<file path="src/rtl/direct_mapped_writeback_cache_defines.svh">
// Assertion macros used by the cache top level.
`ifndef DIRECT_MAPPED_WRITEBACK_CACHE_DEFINES_SVH
`define DIRECT_MAPPED_WRITEBACK_CACHE_DEFINES_SVH

// Same-cycle implication, checked on the rising clock edge outside reset.
`define DMWBC_ASSERT_NOW(label, ante, cons, msg) \
   label: assert property (@(posedge clock) disable iff (reset) (ante) |-> (cons)) \
      else $error(msg);

// Next-cycle implication, checked on the rising clock edge outside reset.
`define DMWBC_ASSERT_NEXT(label, ante, cons, msg) \
   label: assert property (@(posedge clock) disable iff (reset) (ante) |=> (cons)) \
      else $error(msg);

`endif

</file>
<file path="src/rtl/dmwbc_pkg.sv">
// Types and codes shared by the direct-mapped write-back cache.
`timescale 1ns / 1ps

package dmwbc_pkg;

   localparam int ClusterWidth = 32;
   localparam int LineIndexWidth = 5;

   // Request function codes carried on tuser.
   typedef enum logic [1:0] {
      FUNC_READ       = 2'd0,
      FUNC_WRITE_FULL = 2'd1,
      FUNC_WRITE_PART = 2'd2,
      FUNC_FLUSH      = 2'd3
   } func_type;

   typedef enum logic [3:0] {
      ST_IDLE    = 4'b0001,
      ST_LOOKUP  = 4'b0010,
      ST_FL_SCAN = 4'b0100,
      ST_FL_EMIT = 4'b1000
   } state_type;

   // Result fields, highest bit first, as they sit on rsp_tdata.
   typedef struct packed {
      logic                      fetch;
      logic [ClusterWidth-1:0]   victim_cluster;
      logic                      write_back;
      logic [LineIndexWidth-1:0] line_index;
      logic                      hit;
   } rsp_data_type;

endpackage

</file>
<file path="src/rtl/dmwbc_ram.sv">
// Generic single-port-write, single-port-read RAM with registered read data.
`timescale 1ns / 1ps

module dmwbc_ram #(
   parameter int WIDTH = 27,
   parameter int DEPTH = 32
) (
   input  logic                     clock,
   input  logic                     wr_en,
   input  logic [$clog2(DEPTH)-1:0] wr_addr,
   input  logic [WIDTH-1:0]         wr_data,
   input  logic                     rd_en,
   input  logic [$clog2(DEPTH)-1:0] rd_addr,
   output logic [WIDTH-1:0]         rd_data
);

   logic [WIDTH-1:0] mem [DEPTH];
   logic [WIDTH-1:0] rd_data_ff;

   always_ff @(posedge clock) begin
      if (wr_en) begin
         mem[wr_addr] <= wr_data;
      end
      // Read data holds until the next read is issued.
      if (rd_en) begin
         rd_data_ff <= mem[rd_addr];
      end
   end

   assign rd_data = rd_data_ff;

endmodule

</file>
<file path="src/rtl/direct_mapped_writeback_cache.sv">
// Top level of the direct-mapped write-back cache tag and control block.
`timescale 1ns / 1ps
`include "direct_mapped_writeback_cache_defines.svh"

// Usage:
//  req_* is the request stream: req_tuser carries the function (read, whole
//  write, partial write, flush), req_tdata the cluster number.
//  rsp_* is the result stream: one result per access, and for a flush one
//  result per dirty line in ascending line order; rsp_tlast marks the final
//  result of a request.
//  Order: an access is looked up in the tag RAM the cycle after it is
//  accepted; its result is registered once the output register is free.  A
//  new request is taken only in the idle step, so none is taken until the
//  current one has finished its tag RAM read-modify-write.
//  A flush scans the valid/dirty flops one line per cycle; each dirty line
//  adds an emit step for its tag RAM read, held while the output is busy.
//  Reset clears the valid and dirty flops at once; the tag RAM is not
//  cleared since tags are only read for valid lines.  No clearing pass.
//  Stall: each result sits in an output register.  A request can be taken
//  while it waits; the block then holds in its lookup or flush step until
//  the receiver takes the pending result.
module direct_mapped_writeback_cache
   import dmwbc_pkg::*;
#(
   parameter int LINES = 32,
   parameter int ADDRESS_BITS = 32
) (
   input  logic        clock,
   input  logic        reset,
   // request stream
   input  logic        req_tvalid,
   output logic        req_tready,
   input  logic [31:0] req_tdata,   // [31:0] cluster
   input  logic [1:0]  req_tuser,   // [1:0] func
   // result stream
   output logic        rsp_tvalid,
   input  logic        rsp_tready,
   output logic [39:0] rsp_tdata,   // [0] hit, [5:1] line_index, [6] write_back,
                                    // [38:7] victim_cluster, [39] fetch
   output logic        rsp_tlast
);

   localparam int IDX_W = $clog2(LINES);
   // Only cluster bits below ADDRESS_BITS take part in tag matching.
   localparam int CW = (ADDRESS_BITS < ClusterWidth) ? ADDRESS_BITS : ClusterWidth;

   state_type state_ff, state_in;

   logic [LINES-1:0] valid_ff, valid_in;
   logic [LINES-1:0] dirty_ff, dirty_in;
   logic [LINES-1:0] vd;          // lines that need a write-back
   logic [LINES-1:0] vd_above;    // dirty lines above the flush pointer

   logic [CW-1:0]    cl_ff, cl_in;
   func_type         func_ff, func_in;
   logic [IDX_W-1:0] ptr_ff, ptr_in;
   logic             none_ff, none_in;

   logic             rsp_valid_ff, rsp_valid_in;
   rsp_data_type     rsp_data_ff, rsp_data_in;
   logic             rsp_last_ff, rsp_last_in;

   logic             req_accept;
   logic             out_free;
   logic             load;

   logic [CW-1:0]    req_cl;
   logic [IDX_W-1:0] req_idx;
   logic [IDX_W-1:0] cur_idx;
   logic [5:0]       cur_idx_wide;
   logic [5:0]       ptr_wide;

   logic             ram_wr_en;
   logic             ram_rd_en;
   logic [IDX_W-1:0] ram_rd_addr;
   logic [CW-1:0]    ram_rd_data;

   logic             hit;
   logic             wb;

   assign req_tready = (state_ff == ST_IDLE);
   assign req_accept = req_tvalid && req_tready;
   assign out_free   = !rsp_valid_ff || rsp_tready;

   assign req_cl  = req_tdata[CW-1:0];
   assign req_idx = req_cl[IDX_W-1:0] & IDX_W'(LINES - 1);
   assign cur_idx = cl_ff[IDX_W-1:0] & IDX_W'(LINES - 1);

   assign cur_idx_wide = 6'(cur_idx);
   assign ptr_wide     = 6'(ptr_ff);

   assign vd = valid_ff & dirty_ff;

   always_comb begin
      for (int i = 0; i < LINES; i++) begin
         vd_above[i] = vd[i] && (i > int'(ptr_ff));
      end
   end

   // Tag lookup against the RAM word read on the accept edge.
   assign hit = valid_ff[cur_idx] && (ram_rd_data == cl_ff);
   assign wb  = !hit && valid_ff[cur_idx] && dirty_ff[cur_idx];

   always_comb begin
      state_in    = state_ff;
      valid_in    = valid_ff;
      dirty_in    = dirty_ff;
      cl_in       = cl_ff;
      func_in     = func_ff;
      ptr_in      = ptr_ff;
      none_in     = none_ff;
      rsp_data_in = rsp_data_ff;
      rsp_last_in = rsp_last_ff;
      load        = 1'b0;
      ram_wr_en   = 1'b0;
      ram_rd_en   = 1'b0;
      ram_rd_addr = req_idx;

      unique case (state_ff)
         ST_IDLE: begin
            if (req_accept) begin
               cl_in   = req_cl;
               func_in = func_type'(req_tuser);
               ptr_in  = '0;
               none_in = (vd == '0);
               if (func_type'(req_tuser) == FUNC_FLUSH) begin
                  state_in = ST_FL_SCAN;
               end else begin
                  ram_rd_en = 1'b1;
                  state_in  = ST_LOOKUP;
               end
            end
         end
         ST_LOOKUP: begin
            if (out_free) begin
               load                       = 1'b1;
               rsp_data_in.hit            = hit;
               rsp_data_in.line_index     = cur_idx_wide[LineIndexWidth-1:0];
               rsp_data_in.write_back     = wb;
               rsp_data_in.victim_cluster = wb ? ClusterWidth'(ram_rd_data) : '0;
               rsp_data_in.fetch          = !hit && (func_ff != FUNC_WRITE_FULL);
               rsp_last_in                = 1'b1;
               if (!hit) begin
                  ram_wr_en         = 1'b1;
                  valid_in[cur_idx] = 1'b1;
                  dirty_in[cur_idx] = 1'b0;
               end
               if (func_ff != FUNC_READ) begin
                  dirty_in[cur_idx] = 1'b1;
               end
               state_in = ST_IDLE;
            end
         end
         ST_FL_SCAN: begin
            ram_rd_addr = ptr_ff;
            if (none_ff) begin
               // Nothing dirty: a single empty result closes the flush.
               if (out_free) begin
                  load        = 1'b1;
                  rsp_data_in = '0;
                  rsp_last_in = 1'b1;
                  state_in    = ST_IDLE;
               end
            end else if (vd[ptr_ff]) begin
               ram_rd_en = 1'b1;
               state_in  = ST_FL_EMIT;
            end else begin
               ptr_in = ptr_ff + IDX_W'(1);
            end
         end
         ST_FL_EMIT: begin
            ram_rd_addr = ptr_ff;
            if (out_free) begin
               load                       = 1'b1;
               rsp_data_in.hit            = 1'b0;
               rsp_data_in.line_index     = ptr_wide[LineIndexWidth-1:0];
               rsp_data_in.write_back     = 1'b1;
               rsp_data_in.victim_cluster = ClusterWidth'(ram_rd_data);
               rsp_data_in.fetch          = 1'b0;
               rsp_last_in                = (vd_above == '0);
               valid_in[ptr_ff]           = 1'b0;
               dirty_in[ptr_ff]           = 1'b0;
               if (vd_above == '0) begin
                  state_in = ST_IDLE;
               end else begin
                  ptr_in   = ptr_ff + IDX_W'(1);
                  state_in = ST_FL_SCAN;
               end
            end
         end
         default: begin
            state_in = ST_IDLE;
         end
      endcase
   end

   always_comb begin
      if (load) begin
         rsp_valid_in = 1'b1;
      end else if (rsp_tready) begin
         rsp_valid_in = 1'b0;
      end else begin
         rsp_valid_in = rsp_valid_ff;
      end
   end

   always_ff @(posedge clock) begin
      if (reset) begin
         state_ff     <= ST_IDLE;
         valid_ff     <= '0;
         dirty_ff     <= '0;
         rsp_valid_ff <= 1'b0;
      end else begin
         state_ff     <= state_in;
         valid_ff     <= valid_in;
         dirty_ff     <= dirty_in;
         rsp_valid_ff <= rsp_valid_in;
      end
   end

   always_ff @(posedge clock) begin
      cl_ff       <= cl_in;
      func_ff     <= func_in;
      ptr_ff      <= ptr_in;
      none_ff     <= none_in;
      rsp_data_ff <= rsp_data_in;
      rsp_last_ff <= rsp_last_in;
   end

   // Tag store: holds the full (masked) cluster number of each line.
   dmwbc_ram #(
      .WIDTH (CW),
      .DEPTH (LINES)
   ) u_tag_ram (
      .clock   (clock),
      .wr_en   (ram_wr_en),
      .wr_addr (cur_idx),
      .wr_data (cl_ff),
      .rd_en   (ram_rd_en),
      .rd_addr (ram_rd_addr),
      .rd_data (ram_rd_data)
   );

   assign rsp_tvalid = rsp_valid_ff;
   assign rsp_tdata  = rsp_data_ff;
   assign rsp_tlast  = rsp_last_ff;

   // A hit never moves data.
   `DMWBC_ASSERT_NOW(a_hit_quiet, rsp_valid_ff && rsp_data_ff.hit,
      !rsp_data_ff.write_back && !rsp_data_ff.fetch, "hit result with write-back or fetch")

   // No victim number without a write-back.
   `DMWBC_ASSERT_NOW(a_victim_zero, rsp_valid_ff && !rsp_data_ff.write_back,
      rsp_data_ff.victim_cluster == '0, "victim cluster set without write-back")

   // The final flush write-back leaves no dirty line behind.
   `DMWBC_ASSERT_NEXT(a_flush_clean, (state_ff == ST_FL_EMIT) && load && rsp_last_in,
      (valid_ff & dirty_ff) == '0, "dirty line left after flush")

   // A looked-up line is valid afterwards.
   `DMWBC_ASSERT_NEXT(a_line_filled, (state_ff == ST_LOOKUP) && load,
      valid_ff[$past(cur_idx)], "accessed line not valid after lookup")

endmodule

</file>
<file path="config.mk">
export PLATFORM = sky130hd
export DESIGN_NAME = direct_mapped_writeback_cache
export DESIGN_NICKNAME = d
export VERILOG_FILES = /design/src/rtl/dmwbc_pkg.sv /design/src/rtl/dmwbc_ram.sv /design/src/rtl/direct_mapped_writeback_cache.sv
export VERILOG_INCLUDE_DIRS = /design/src /design/src/rtl
export SDC_FILE = /design/constraint.sdc
export NUM_CORES = 2
export LEC_CHECK = 0
export ABC_AREA = 1
export BUFFER_PORTS_ARGS = -buffer_cell sky130_fd_sc_hd__buf_2
export CAP_MARGIN = 10
export CORE_UTILIZATION = 50
export DETAILED_ROUTE_END_ITERATION = 12
export PLACE_DENSITY = 0.71
export REMOVE_ABC_BUFFERS = 1
export SLEW_MARGIN = 20
export SYNTH_ARGS = -nofsm -noshare
export SYNTH_HDL_FRONTEND = slang
export SYNTH_SLANG_ARGS = --single-unit
</file>
<file path="constraint.sdc">
create_clock -name clock -period 14.4 [get_ports clock]
set_input_delay 2.88 -clock clock [delete_from_list [all_inputs] [get_ports clock]]
set_output_delay 2.88 -clock clock [all_outputs]
set_load 0.02 [all_outputs]
</file>
==> impl_results.md <==
- Crit Path Max Fanout: between 100 and 150
- First-pass GRT wire length: 211000 um
- Setup Crit Path Kind: input pin to flop
- RSZ-0062 raised after global routing: false
- Final core occ: between 50% and 60%
- Clk slew on worst S/H paths: about 0.060 ns
- Pin count of the biggest net entering global routing: 263
- CP peak stage delay: roughly 0.86 ns
- Synthesized instance count: ~4700
- Worst vdd ir: 0.118 mV
- Core box area: 104000 sq um
- P&R area growth vs syn: 10.5%
- Outcome: completed
- CP Buf/Inv Count: 4
- Slowest stage cell, crit path: buf_4
- Crit end category: flop
- Grt total ovfl: 0
- XOR/XNOR share of the synthesized area: 0.435%
- Yosys reg bits: 1206
- Main combinational cell family by area after synthesis: simple AND/OR/NAND/NOR gates
- Cells on Worst Hold Path: 2
- Post-synthesis adder-cell area fraction: 0.167%
- Clk_skew: between 0.06 and 0.07 ns
- Count of cell types in the netlist: 36
- Worst-skew pair later-pin latency: 0.74 ns
- Max Cap Viol: 0
- Router iterations before antenna repair: 8
- Die Span Y: 326 um
- Worst reg2reg startpoint: cl_ff[18]
- Worst Hold End: valid_ff[16]
- Fin. Hold Viols: 0
- Cts bufs inserted: 119
- Number of diodes: 0
- Final period utilization: 38.7%
- Final non-filler cell total: 6218
- Ratio of cells with drive above 1 in the final layout: 8.12%
- R2R depth: 9
- DR vias/cell: 5.83
- Post-Syn Area: 52400 sq um
- Fmax: 0.179 GHz
- Area leader, netlist: edfxtp_1
- TritonCTS clock tree: built
- I/O pin cnt: 81
- Clock period minus worst slack: 5.58 ns
- Final max-slew violation count: 0
- Nets: 4788
- Initial antenna violation count: 0
- Slew HR: between 10% and 20%
- Ys Warns: 0
- HP Start: valid_ff[16]
- Clock Tree Root: clkbuf_16
- Routability cong.: slightly above 0.9
- Crit path DAT: 6.06 ns
- Die ar.: 106000 sq um
- H-tree depth: 3
- Post-synth top area share: 65.2%
- Compound-Gate Fraction of Synth Area: a little under a tenth
- Initial DRC Count: around 5000
- Post-synthesis mux area share: 0%
- Crit-path cells: buf_2 > inv_1 > nand3_2 > nand2_4 > buf_4 > buf_4 > nand2_1 > o211ai_1 > nand3_1 > nand3_1 > nand2_1 > nand2_1 > nand2_1
- # fillers: about 8500
- Pwr dens: 133 nW/um^2
- Synth Area per Inst: ~11 sq um
- Hold Path Class: flop to flop
- Post-CTS Resized: 0
- CP delay by family, top: buffers and inverters
- Sequential element share of the synthesized area: 67.8%
- Req. time, crit path: 14.88 ns
- Worst Tran Pin Value: roughly 1.3 ns
- Initial Util: 50.5%
- WL/cell: 22.9 um
- Port Buffers: 80
- DRC viols: 0
- Post-CTS setup buffer count: 0
- Overall Global Routing Usage: 26.6%
- CP startpoint kind: input pin
- Total clock sinks: 1206
- Met1 Usage GRT: 36.9%
- Placed insts: 5996
- Met2 Usage GRT: 41.6%
- RR Endpoint: u_tag_ram.mem[5][27]
- Die Wd: between 300 and 400 um
- Vias in the first global route: 34100
- CTS Buffer Depth: 3
- Via count: 36300
- Leakage: 22.0 nW
- Most common cell after layout, fill and taps aside: edfxtp_1
- CP dominant cell by count: nand2_1
- DRT Wirelength: 143000 um
- ANT nets after route: 0
- Row cnt: 118
- CTS Hold Bufs: 0
- Met3 usage in global routing: 4.23%
- FF-to-FF setup slack: 9.54 ns
- Post-DP HPWL: 69400 um
- Commonest cells after routing, fill and taps aside: 1137 x edfxtp_1, 1054 x nand2_1, 651 x inv_1, 550 x nand3_1, 514 x o211ai_1
- Top area cells in the synthesized netlist: edfxtp_1 65%, nand2_1 7.6%, o211ai_1 7.4%
- Final setup viols: 0
- Busiest layer in global routing: met2
- Simple-gate share of the synthesized area: 14.5%
worst min-delay path, delay by kind of cell, from the launching register on:
| kind | cells | cell delay (ns) |
|---|---|---|
| AO/OA/AOI/OAI | 1 | 0.05 |
| flip-flops | 1 | 0.34 |
| AND/OR/NAND/NOR | 1 | 0.07 |
logic make-up (layout without fill, tap and decap cells):
family / count (synthesis) / after routing
and+or+nand+nor: 1806 / 1806
AOI/OAI and AO/OA: 720 / 720
adders and majority gates: 7 / 7
xor gates and xnor gates: 26 / 26
buffers and inverters: 979 / 1073
DFF: 1206 / 1206
metrics by stage:
stage / power [mW] / hold WS, ns / setup slack, ns / TNS (ns) / area, sq um
after floorplan: 4.57 / 0.467 / -5.27 / -168.78 / 51100
after global placement: 4.70 / 0.489 / 8.21 / 0 / 53900
after detailed placement: 4.71 / 0.496 / 8.12 / 0 / 53900
after CTS: 7.73 / 0.505 / 8.85 / 0 / 57800
after global routing: 7.94 / 0.531 / 8.51 / 0 / 57900
final: 7.72 / 0.509 / 8.82 / 0 / 57900
cells in the mapped netlist (all sizes together):
library cell,n
xnor2,22
nor2,150
clkbuf,94
o31ai,30
nor3,8
nor4b,1
inv,690
clkinv,2
nand3b,3
ha,7
a21oi,78
nand2,1061
o21ai,67
a32oi,2
or2,4
dfxtp,69
nand4,23
xor2,4
nand3,553
o32ai,1
a211oi,1
nor4,3
o211ai,514
edfxtp,1137
o22ai,21
a22oi,6
buf,193
layer usage:
layer | vias to the layer above | wire [um]
met3 | 359 | 13600
met4 | 0 | 6030
met5 | - | 0
met2 | 1817 | 65000
met1 | 17600 | 58000
li1 | 16500 | -
final cells by class:
class	count	area (sq um)	share of cell area, %
Clock inverter	69	698	1.21
Multi-Input combinational cell	2559	13000	22.5
Clock buffer	147	3120	5.40
Inverter	692	2610	4.51
Sequential cell	1206	35500	61.4
Timing Repair Buffer	165	1150	1.98
Tap cell	1380	1730	2.98
flip-flops by register name, summed over array words and instances, names as in the netlist:
name               cells
ptr_ff                 5
rsp_tlast              1
rsp_tvalid             1
dirty_ff              32
u_tag_ram.rd_data     32
state_ff               4
cl_ff                 32
valid_ff              32
none_ff                1
rsp_tdata             40
u_tag_ram.mem       1024
func_ff                2
how the worst max path moves through the flow:
stage	from	to	slack [ns]	cells past startpoint
after floorplan	req_tdata[0]	u_tag_ram.rd_data[0]	-5.27	10
after global placement	req_tdata[0]	u_tag_ram.rd_data[17]	8.21	13
after detailed placement	req_tdata[0]	u_tag_ram.rd_data[26]	8.12	13
after CTS	req_tdata[0]	u_tag_ram.rd_data[23]	8.85	13
after global routing	req_tdata[0]	u_tag_ram.rd_data[8]	8.51	13
final	req_tdata[0]	u_tag_ram.rd_data[8]	8.82	13
report_power, final:
| group | internal [mW] | switching (mW) |
|---|---|---|
| logic | 0.166 | 0.473 |
| clock network | 1.73 | 1.33 |
| registers | 3.94 | 0.0774 |
| total | 5.84 | 1.88 |
No activity file was read; power rests on OpenSTA's default activity.
